<file path="src/design/replay_key_filter_defines.svh">
// Assertion macros used by the replay key filter search sequencer.
`ifndef REPLAY_KEY_FILTER_DEFINES_SVH
`define REPLAY_KEY_FILTER_DEFINES_SVH
`ifndef SYNTHESIS
// Checked on every clock edge outside reset.
`define RKF_ASSERT(lbl, prop) \
  lbl: assert property (@(posedge clk) disable iff (rst) prop) \
    else $error("replay_key_filter: assertion failed");
// Checked on every clock edge, reset included.
`define RKF_ASSERT_ALWAYS(lbl, prop) \
  lbl: assert property (@(posedge clk) prop) \
    else $error("replay_key_filter: assertion failed");
`else
`define RKF_ASSERT(lbl, prop)
`define RKF_ASSERT_ALWAYS(lbl, prop)
`endif
`endif

</file>
<file path="src/design/rkf_pkg.sv">
// Types and constants of the replay key filter.
package rkf_pkg;

  // Default sizing of the key table
  localparam int unsigned TABLE_DEPTH_DEF = 64;
  localparam int unsigned KEY_BITS_DEF    = 64;

  // Fixed field widths
  localparam int unsigned CAP_W    = 7;
  localparam int unsigned KEY_W    = 64;
  localparam int unsigned STATUS_W = 2;
  localparam int unsigned USED_W   = 7;

  localparam logic [CAP_W-1:0] CAPACITY_RESET = 7'd64;

  // Request actions
  localparam logic ACT_CHECK   = 1'b0;
  localparam logic ACT_CONSUME = 1'b1;

  // Response status codes
  typedef enum logic [STATUS_W-1:0] {
    STATUS_FRESH     = 2'd0,
    STATUS_DUPLICATE = 2'd1,
    STATUS_CAPACITY  = 2'd2,
    STATUS_ARGUMENT  = 2'd3
  } status_t;

  // Search sequencer states
  typedef enum logic [1:0] {
    SCAN_IDLE,
    SCAN_RUN,
    SCAN_DONE
  } scan_state_t;

  // One response as handed from the sequencer to the output register
  typedef struct packed {
    status_t             status;
    logic [USED_W-1:0]   entries_used;
  } result_t;

endpackage

</file>
<file path="src/design/rkf_ram.sv">
// Generic single-port-write, single-port-read RAM with registered read data.
module rkf_ram #(
  parameter int unsigned WIDTH = 64,
  parameter int unsigned DEPTH = 64
) (
  input  logic                                      clk,
  input  logic                                      we,
  input  logic [((DEPTH > 1) ? $clog2(DEPTH) : 1)-1:0] waddr,
  input  logic [WIDTH-1:0]                          wdata,
  input  logic                                      re,
  input  logic [((DEPTH > 1) ? $clog2(DEPTH) : 1)-1:0] raddr,
  output logic [WIDTH-1:0]                          rdata
);

  logic [WIDTH-1:0] mem [DEPTH];

  // Write port
  always_ff @(posedge clk) begin
    if (we) begin
      mem[waddr] <= wdata;
    end
  end

  // Registered read port
  always_ff @(posedge clk) begin
    if (re) begin
      rdata <= mem[raddr];
    end
  end

endmodule

</file>
<file path="src/design/rkf_scan.sv">
// Search sequencer: walks the key table one read per cycle and appends keys.
`include "replay_key_filter_defines.svh"

module rkf_scan #(
  parameter int unsigned TABLE_DEPTH = rkf_pkg::TABLE_DEPTH_DEF,
  parameter int unsigned KEY_BITS    = rkf_pkg::KEY_BITS_DEF
) (
  input  logic                       clk,
  input  logic                       rst,
  input  logic                       req_valid,
  output logic                       req_stall,
  input  logic                       action,
  input  logic [KEY_BITS-1:0]        key,
  input  logic                       encode_failed,
  input  logic [rkf_pkg::CAP_W-1:0]  capacity,
  input  logic                       cfg_clear,
  input  logic                       out_free,
  output logic                       done,
  output rkf_pkg::result_t           result
);

  localparam int unsigned ADDR_W = (TABLE_DEPTH > 1) ? $clog2(TABLE_DEPTH) : 1;
  localparam int unsigned CNT_W  = $clog2(TABLE_DEPTH + 1);
  localparam int unsigned CW     = (CNT_W > rkf_pkg::CAP_W) ? CNT_W : rkf_pkg::CAP_W;
  localparam int unsigned EW     = CNT_W + rkf_pkg::USED_W;

  rkf_pkg::scan_state_t state, state_next;

  logic [CNT_W-1:0]    count;
  logic [CNT_W-1:0]    idx;
  logic [KEY_BITS-1:0] key_reg;
  logic                action_reg;
  logic                failed_reg;
  logic                hit;
  logic                rd_pend;

  logic                accept;
  logic                mem_re;
  logic                mem_we;
  logic                match;
  logic                full;
  logic                store_ok;
  logic [KEY_BITS-1:0] rd_data;
  logic [CW-1:0]       usable;
  logic [CW-1:0]       cap_ext;
  logic [CNT_W-1:0]    count_next;
  logic [EW-1:0]       used_wide;

  // Key table
  rkf_ram #(
    .WIDTH (KEY_BITS),
    .DEPTH (TABLE_DEPTH)
  ) u_key_store (
    .clk   (clk),
    .we    (mem_we),
    .waddr (count[ADDR_W-1:0]),
    .wdata (key_reg),
    .re    (mem_re),
    .raddr (idx[ADDR_W-1:0]),
    .rdata (rd_data)
  );

  // Usable capacity is the register clipped to the table depth
  always_comb begin
    cap_ext = CW'(capacity);
    usable  = (cap_ext > CW'(TABLE_DEPTH)) ? CW'(TABLE_DEPTH) : cap_ext;
    full    = CW'(count) >= usable;
  end

  assign match = rd_pend && (rd_data == key_reg);

  // Next state
  always_comb begin
    state_next = state;
    case (state)
      rkf_pkg::SCAN_IDLE: begin
        if (req_valid) begin
          // failed encodings and an empty table skip the search
          if (encode_failed || (count == '0)) begin
            state_next = rkf_pkg::SCAN_DONE;
          end else begin
            state_next = rkf_pkg::SCAN_RUN;
          end
        end
      end
      rkf_pkg::SCAN_RUN: begin
        if (match || (!mem_re && !rd_pend)) begin
          state_next = rkf_pkg::SCAN_DONE;
        end
      end
      rkf_pkg::SCAN_DONE: begin
        if (out_free) begin
          state_next = rkf_pkg::SCAN_IDLE;
        end
      end
      default: state_next = rkf_pkg::SCAN_IDLE;
    endcase
  end

  // Control outputs
  always_comb begin
    req_stall = (state != rkf_pkg::SCAN_IDLE);
    accept    = (state == rkf_pkg::SCAN_IDLE) && req_valid;
    mem_re    = (state == rkf_pkg::SCAN_RUN) && (idx < count) && !hit;
    done      = (state == rkf_pkg::SCAN_DONE) && out_free;
    store_ok  = !failed_reg && !hit && (action_reg == rkf_pkg::ACT_CONSUME) && !full;
    mem_we    = done && store_ok;
  end

  // Response fields
  always_comb begin
    count_next = mem_we ? (count + CNT_W'(1)) : count;
    used_wide  = EW'(count_next);
    result.entries_used = used_wide[rkf_pkg::USED_W-1:0];
    if (failed_reg) begin
      result.status = rkf_pkg::STATUS_ARGUMENT;
    end else if (hit) begin
      result.status = rkf_pkg::STATUS_DUPLICATE;
    end else if (action_reg == rkf_pkg::ACT_CHECK) begin
      result.status = rkf_pkg::STATUS_FRESH;
    end else if (full) begin
      result.status = rkf_pkg::STATUS_CAPACITY;
    end else begin
      result.status = rkf_pkg::STATUS_FRESH;
    end
  end

  // State and control registers
  always_ff @(posedge clk) begin
    if (rst) begin
      state   <= rkf_pkg::SCAN_IDLE;
      count   <= '0;
      rd_pend <= 1'b0;
      hit     <= 1'b0;
    end else begin
      state   <= state_next;
      rd_pend <= mem_re;
      if (cfg_clear) begin
        count <= '0;
      end else if (mem_we) begin
        count <= count_next;
      end
      if (accept) begin
        hit <= 1'b0;
      end else if ((state == rkf_pkg::SCAN_RUN) && match) begin
        hit <= 1'b1;
      end
    end
  end

  // Request capture and read pointer
  always_ff @(posedge clk) begin
    if (accept) begin
      key_reg    <= key;
      action_reg <= action;
      failed_reg <= encode_failed;
      idx        <= '0;
    end else if (mem_re) begin
      idx <= idx + CNT_W'(1);
    end
  end

  `RKF_ASSERT(a_count_in_range, count <= CNT_W'(TABLE_DEPTH))
  `RKF_ASSERT(a_no_read_during_write, !(mem_we && mem_re))
  `RKF_ASSERT(a_append_below_capacity, mem_we |-> (CW'(count) < usable))
  `RKF_ASSERT(a_append_bumps_count, (mem_we && !cfg_clear) |=> (count == $past(count) + 1'b1))
  `RKF_ASSERT(a_pending_follows_read, rd_pend |-> $past(mem_re))

endmodule

</file>
<file path="src/design/replay_key_filter.sv">
// Replay key filter top level: capacity register, search sequencer, response register.
//
//   channel | direction | handshake             | payload
//   --------+-----------+-----------------------+-------------------------------------
//   req     | in        | req_valid / req_stall | action, key_value, encode_failed
//   rsp     | out       | rsp_valid / rsp_stall | status, entries_used
//   cfg     | in        | capacity_we           | capacity_limit
//
// A request compares its key against the used entries in order; the key table
// gives one read per cycle. A duplicate ends the search at the matching entry;
// encode failures and an empty table skip it. rsp holds one finished response;
// the next request is accepted while it waits, and its search stalls only at
// the end if rsp is still full. rst is synchronous: empty table, capacity 64,
// no response pending.
module replay_key_filter #(
  parameter int unsigned TABLE_DEPTH = rkf_pkg::TABLE_DEPTH_DEF,
  parameter int unsigned KEY_BITS    = rkf_pkg::KEY_BITS_DEF
) (
  input  logic                          clk,
  input  logic                          rst,
  input  logic                          req_valid,
  output logic                          req_stall,
  input  logic                          action,
  input  logic [rkf_pkg::KEY_W-1:0]     key_value,
  input  logic                          encode_failed,
  output logic                          rsp_valid,
  input  logic                          rsp_stall,
  output logic [rkf_pkg::STATUS_W-1:0]  status,
  output logic [rkf_pkg::USED_W-1:0]    entries_used,
  input  logic                          capacity_we,
  input  logic [rkf_pkg::CAP_W-1:0]     capacity_limit
);

  logic [rkf_pkg::CAP_W-1:0] capacity;
  logic                      out_free;
  logic                      done;
  rkf_pkg::result_t          result;
  rkf_pkg::result_t          rsp;

  // Capacity register
  always_ff @(posedge clk) begin
    if (rst) begin
      capacity <= rkf_pkg::CAPACITY_RESET;
    end else if (capacity_we) begin
      capacity <= capacity_limit;
    end
  end

  assign out_free = !rsp_valid || !rsp_stall;

  // Search and append
  rkf_scan #(
    .TABLE_DEPTH (TABLE_DEPTH),
    .KEY_BITS    (KEY_BITS)
  ) u_scan (
    .clk           (clk),
    .rst           (rst),
    .req_valid     (req_valid),
    .req_stall     (req_stall),
    .action        (action),
    .key           (key_value[KEY_BITS-1:0]),
    .encode_failed (encode_failed),
    .capacity      (capacity),
    .cfg_clear     (capacity_we),
    .out_free      (out_free),
    .done          (done),
    .result        (result)
  );

  // Response valid
  always_ff @(posedge clk) begin
    if (rst) begin
      rsp_valid <= 1'b0;
    end else if (done) begin
      rsp_valid <= 1'b1;
    end else if (!rsp_stall) begin
      rsp_valid <= 1'b0;
    end
  end

  // Response payload
  always_ff @(posedge clk) begin
    if (done) begin
      rsp <= result;
    end
  end

  assign status       = rsp.status;
  assign entries_used = rsp.entries_used;

endmodule
</file>
<file path="config.mk">
export PLATFORM = sky130hd
export DESIGN_NAME = replay_key_filter
export DESIGN_NICKNAME = d
export VERILOG_FILES = /design/src/design/rkf_pkg.sv /design/src/design/rkf_ram.sv /design/src/design/rkf_scan.sv /design/src/design/replay_key_filter.sv
export VERILOG_INCLUDE_DIRS = /design/src /design/src/design
export SDC_FILE = /design/constraint.sdc
export NUM_CORES = 2
export LEC_CHECK = 0
export ABC_AREA = 0
export BUFFER_PORTS_ARGS = -buffer_cell sky130_fd_sc_hd__buf_2
export CAP_MARGIN = 25
export CORE_MARGIN = 2
export CORE_UTILIZATION = 40
export DETAILED_ROUTE_END_ITERATION = 6
export GPL_TIMING_DRIVEN = 0
export PLACE_DENSITY_LB_ADDON = 0.25
export SLEW_MARGIN = 20
export SYNTH_ARGS = -nofsm -noshare
export SYNTH_HDL_FRONTEND = slang
export SYNTH_HIERARCHICAL = 1
export SYNTH_SLANG_ARGS = --single-unit
</file>
<file path="constraint.sdc">
create_clock -name clk -period 19.45 [get_ports clk]
set_input_delay 4.8625 -clock clk [delete_from_list [all_inputs] [get_ports clk]]
set_output_delay 4.8625 -clock clk [all_outputs]
set_load 0.02 [all_outputs]
</file>
Yosys cells after proc, flatten, opt, wreduce, memory -nomap -nowiden
Memory sizes are Yosys's and may differ from the RTL's. A register that Yosys moved wholly into a read port is not among the register bits.
Cells that the tools add are included.

word-level totals
  memory bits (writable) = 4096
  memories kept = 1
  bits of input ports = 78
  register bits = 101
  word-level logic and storage cells = 68
  output and inout bits = 11

operators by class
  equality and inequality tests = 7
  muxes and demuxes = 14
  reductions and logical operators = 28
  add/subtract/negate cells = 2
  magnitude comparators = 3

memories
  memory                  words  width  read ports  clocked after Yosys merged registers in  wr ports  line           RTL
  u_scan.u_key_store.mem  64     64     1           1                                        1         rkf_ram.sv:15  logic [WIDTH-1:0] mem [DEPTH];

operators by type and width
  kind                                                              count
  64-bit == test                                                    1
  7-bit by 1-bit adder with 7-bit output (second input constant)    2
  2-bit two-way mux                                                 7
  7-bit two-way mux                                                 2
  1-bit logical AND                                                 11
  7-bit >= comparator                                               1
  7-bit > comparator (second input constant)                        1
  1-bit zero test                                                   7
  7-bit zero test                                                   1
  7-bit < comparator                                                1
  2-bit by 1-bit != test with 1-bit output (second input constant)  3
  2-bit one-hot mux with 3 select lines                             1
  2-bit OR reduction                                                3
  1-bit two-way mux                                                 4
  1-bit logical OR                                                  3
  3-bit AND reduction                                               1
  2-bit by 1-bit == test with 1-bit output (second input constant)  1
  2-bit == test (second input constant)                             1
  2-bit zero test                                                   1
  2-bit != test (second input constant)                             1
  2-bit nonzero test                                                1

Logic depth before layout (Yosys ltp)
  word-level depth = 8
  mapped depth = 12

Cells and area by module
The synthesis kept the hierarchy.

by module, submodules not included
  module             cells an instance  times used  area an instance (um^2)
  rkf_ram            6598               1           156989.3
  rkf_scan           319                1           4027.6
  replay_key_filter  36                 1           559.3

Worst setup path before layout
OpenSTA, ideal clock, no wires.

  path kind = input to register
  from = in rsp_stall
  to = mem u_scan.u_key_store.mem[49][0] (enable)
  cell stages on the path = 9
  setup slack = 8.373 ns
  path buffers = 1
  data arrival time = 10.513 ns
  cell sequence = nand2_1 -> and3b_1 -> nand4_1 -> a21oi_1 -> o21ai_1 -> buf_2 -> inv_1 -> nand4_1 -> nor3_1

on the way
  longest elaborated chain between the ends = 6

ends and longest elaborated chain
  element                                  line                     RTL
  from (decl)                              replay_key_filter.sv:27  input logic rsp_stall,
  1-bit zero test                          -
  1-bit logical OR                         replay_key_filter.sv:49  assign out_free = !rsp_valid || !rsp_stall;
  1-bit logical AND                        rkf_scan.sv:105          done = (state == rkf_pkg::SCAN_DONE) && out_free;
  net done                                 replay_key_filter.sv:36  logic done;
  1-bit logical AND                        rkf_scan.sv:107          mem_we = done && store_ok;
  net u_scan.mem_we                        rkf_scan.sv:39           logic mem_we;
  1-bit two-way mux                        rkf_ram.sv:19            if (we) begin
  1-bit two-way mux (not written as such)  rkf_ram.sv:20            mem[waddr] <= wdata;
  to (decl)                                rkf_ram.sv:15

The timed path passes the listed nets, and every way through them passes these cells.

Final worst setup path
  from = in rsp_stall
  to = mem u_scan.u_key_store.mem[49][36] (enable)

on the way
  longest elaborated chain between the ends = 6

ends and longest elaborated chain
  element                                  line                     RTL
  1-bit zero test                          -
  1-bit logical OR                         replay_key_filter.sv:49
  net out_free                             replay_key_filter.sv:35  logic out_free;
  1-bit logical AND                        rkf_scan.sv:105
  net done                                 replay_key_filter.sv:36
  1-bit logical AND                        rkf_scan.sv:107
  net u_scan.mem_we                        rkf_scan.sv:39
  1-bit two-way mux                        rkf_ram.sv:19
  1-bit two-way mux (not written as such)  rkf_ram.sv:20

The timed path passes the listed nets, and every way through them passes these cells.

==> tab_implementation.tex <==
\begin{tabular}{lr}
\hline
Metric & Value \\
\hline
\multicolumn{2}{l}{\textbf{Outcome}} \\
Outcome & finished, final reports clean \\
\multicolumn{2}{l}{\textbf{Min path}} \\
Type of the tightest min-delay check & reg2reg \\
\multicolumn{2}{l}{\textbf{Drt}} \\
Length of the first detailed-routing pass in iterations & 5 \\
Per-cell routed wire length & 33.1 µm \\
Count of antenna-violating nets left after detailed routing & 0 \\
Detailed Route WL & 452 mm \\
Violation count after the first detailed-routing iteration & 9912 \\
Total number of vias & 79600 \\
Via-to-Cell Ratio & 5.83 \\
Remaining design rule violation count & 0 \\
\multicolumn{2}{l}{\textbf{Synthesis}} \\
Count of flip-flops with a built-in enable after synthesis & 4235 \\
Mapped Avg Cell Area & 23.2 µm² \\
Synth Cell Area & 162000 µm² \\
Area leader, netlist & edfxtp\_1 \\
Cells taking the most area after synthesis & edfxtp\_1 79\%, mux4\_2 14\%, mux2i\_1 0.90\% \\
Post-synthesis instance total & 6953 \\
Proportion of synthesized flip-flops having asynchronous set or reset & 0 \\
FF+latch count, synth & 4261 \\
Share of the yosys chip area belonging to registers & 0.790 \\
Cell types with the highest counts after synthesis & 4235 x edfxtp\_1, 1024 x mux4\_2, 172 x buf\_2 \\
Yosys warnings & 6 \\
Number of distinct library cells after synthesis & 63 \\
Most frequently used flop master after synthesis & edfxtp\_1 \\
Fraction of post-synthesis cell area in the top cell type by area & 0.787 \\
Syn Nets & 7047 \\
Leading cell type by number of instances after synthesis & edfxtp\_1 \\
\multicolumn{2}{l}{\textbf{GRT}} \\
Largest net degree at the start of global routing & 48 \\
Via count of the first global-routing pass & 80700 \\
Overall track demand over capacity in global routing & 0.219 \\
Overflow left after global routing & 0 \\
Global-route track usage on met1 & 0.298 \\
Met2 layer usage reported by global route & 0.361 \\
Number of antenna violations at the first check in global routing & 30 \\
Most crowded layer after global routing & met2 \\
Global routing usage on met3 & 0.0400 \\
Wire length of the first global-routing pass & 629 mm \\
\multicolumn{2}{l}{\textbf{Critical path}} \\
Crit Path Max Fanout & 11 \\
Arrival time reported for the critical path endpoint & 9590 ps \\
CP Capture Type & flop \\
Crit Path Category & in2reg \\
Required @ worst endpoint & 20100 ps \\
Setup crit start kind & input pin \\
\multicolumn{2}{l}{\textbf{Die}} \\
Io pins & 89 \\
Starting utilization of the core area & 0.401 \\
Horiz. Die Dim & 640 µm \\
Core area & 403000 µm² \\
Height of the die & 640 µm \\
Total Die Area & 409000 µm² \\
FP Rows & 233 \\
\multicolumn{2}{l}{\textbf{STA}} \\
Share of the clock period used by the worst path after layout & 0.460 \\
Largest clock skew in the final design & 63.9 ps \\
Count of final hold-check violations & 0 \\
Slew margin rel. & 0.250 \\
Endpoints failing setup & 0 \\
Total negative slack & 0 ps \\
Setup repair after global routing missed its margin & false \\
Final Slew Violations & 0 \\
Achievable frequency & 112 MHz \\
Worst Setup Slack, final & 10500 ps \\
Final period demand of the worst path & 8950 ps \\
Worst-margin pin slew & 1120 ps \\
\multicolumn{2}{l}{\textbf{Power and ir drop}} \\
Worst VDD drop & 0.0781 mV \\
Leakage Power & 0.0580 µW \\
PnR Total Power & 18400 µW \\
PwrDens & 96.1 nW/µm² \\
\multicolumn{2}{l}{\textbf{Placed design}} \\
IO buf count & 88 \\
Worst slack at placement & 9610 ps \\
Half-perimeter wire length after detailed placement & 318 mm \\
Final weighted congestion in routability-driven placement & 0.843 \\
\multicolumn{2}{l}{\textbf{Clock network}} \\
Later-pin clock latency in the skew report & 1010 ps \\
Register clock-pin slew on the reported worst setup and hold paths & 70 ps \\
H-Tree Depth & 5 \\
Post-CTS Repair Setup Buffers & 0 \\
Maximum number of buffers from clock root to sink & 4 \\
CTS tree & built \\
Resized Gates After CTS & 0 \\
CTS root buffer & clkbuf\_16 \\
Number of hold buffers added after cts & 0 \\
Clock Sink Count & 4261 \\
Clock buffer count from CTS & 412 \\
\multicolumn{2}{l}{\textbf{Cells and area}} \\
Share of layout cells above drive strength 1 & 0.303 \\
Layout area overhead & 18.4\% \\
Flip-flop count of the largest register, all copies and words added & 4096 \\
Layout filler cell count & 32500 \\
Number of nets in the final layout & 8005 \\
\multicolumn{2}{l}{\textbf{Run}} \\
Max\_cap viols & 0 \\
\hline
\end{tabular}
metal layers:
layer / routed length, µm / vias to the layer above
met2: 220000 / 3563
met1: 179000 / 43600
met3: 36900 / 692
li1: - / 31800
met5: 78 / -
met4: 15800 / 12
worst max-delay path, stage by stage:
cell and delay, ps:
buf_2 100, nand2_1 110, and3b_1 480, nand4_1 170, a21oi_1 130, o21ai_1 130
buf_2 210, inv_1 320, nand4_1 440, nor3_2 770, buf_4 330, buf_4 220
buf_4 200, buf_4 210, buf_4 230, buf_4 220, buf_4 210, buf_4 210
path summary, 6_finish.rpt:
kind / from / endpoint / slack [ps] / cells after the start
max reg2reg: u_scan/count[0] / u_scan/u_key_store/mem[49][36] / 13510 / 18
max: rsp_stall / u_scan/u_key_store/mem[49][36] / 10500 / 18
min reg2reg: u_scan/idx[6] / u_scan/idx[6] / 470 / 1
min: u_scan/idx[6] / u_scan/idx[6] / 470 / 1
cell families after synthesis:
logic type      count (synthesis)  share of synthesized area
fa+ha+maj                      16                    0.00124
mux                          1171                      0.152
buf+inv                       417                     0.0121
compound gates                551                     0.0263
xor+xnor                       56                    0.00304
simple gates                  481                     0.0151
flops                        4261                      0.790
layout by cell type, fill, tap and decap left out, types with 12 or more instances in the layout:
master,n
edfxtp_1,4235
mux4_2,1024
clkbuf_16,416
buf_2,262
clkbuf_1,211
a22oi_1,168
buf_12,166
buf_8,161
mux2i_1,146
buf_16,96
a22o_1,88
o22ai_1,84
clkinv_1,82
nand2_1,81
clkinv_2,79
and3_1,67
nor2_1,65
a211oi_1,64
nor2_4,62
buf_4,59
nand3_1,51
xnor2_1,44
inv_1,40
bufinv_16,38
o221ai_1,38
or3_1,35
nor2b_1,35
or2_2,30
dfxtp_1,26
a41oi_1,26
clkinvlp_4,22
a2bb2oi_1,19
nand4_1,18
buf_1,18
diode_2,17
a31oi_1,17
ha_1,16
nand2b_1,15
buf_6,14
xor2_1,12
report_power, final:
part	internal [µW]	total (µW)	leakage, µW	switching (µW)
sequential	10100	10200	0.0383	39.4
combinational	88.7	292	0.0132	203
clock	4470	7920	0.00645	3450
total	14700	18400	0.0580	3690
area by class of cell:
class,instances,area (µm²),share of cell area
timing repair buffer,544,9100,0.0476
clock inverter,249,2480,0.0130
tap,5405,6760,0.0354
buffer,374,1810,0.00947
inverter,43,169,0.000883
sequential,4261,128000,0.668
antenna,17,42.5,0.000222
clock buffer,501,10800,0.0565
multi-input combinational,2275,32400,0.169
stage by stage:
step / utilization / instances / hold WS [ps] / instance area (µm²)
after floorplan: - / 6953 / 438 / 162000
after global placement: 0.419 / 12400 / 455 / 169000
after detailed placement: 0.442 / 12900 / 468 / 178000
after CTS: 0.475 / 13600 / 477 / 191000
after global routing: 0.475 / 13700 / 527 / 191000
final: 0.475 / 13700 / 471 / 191000
(Power assumes the default switching activity.)
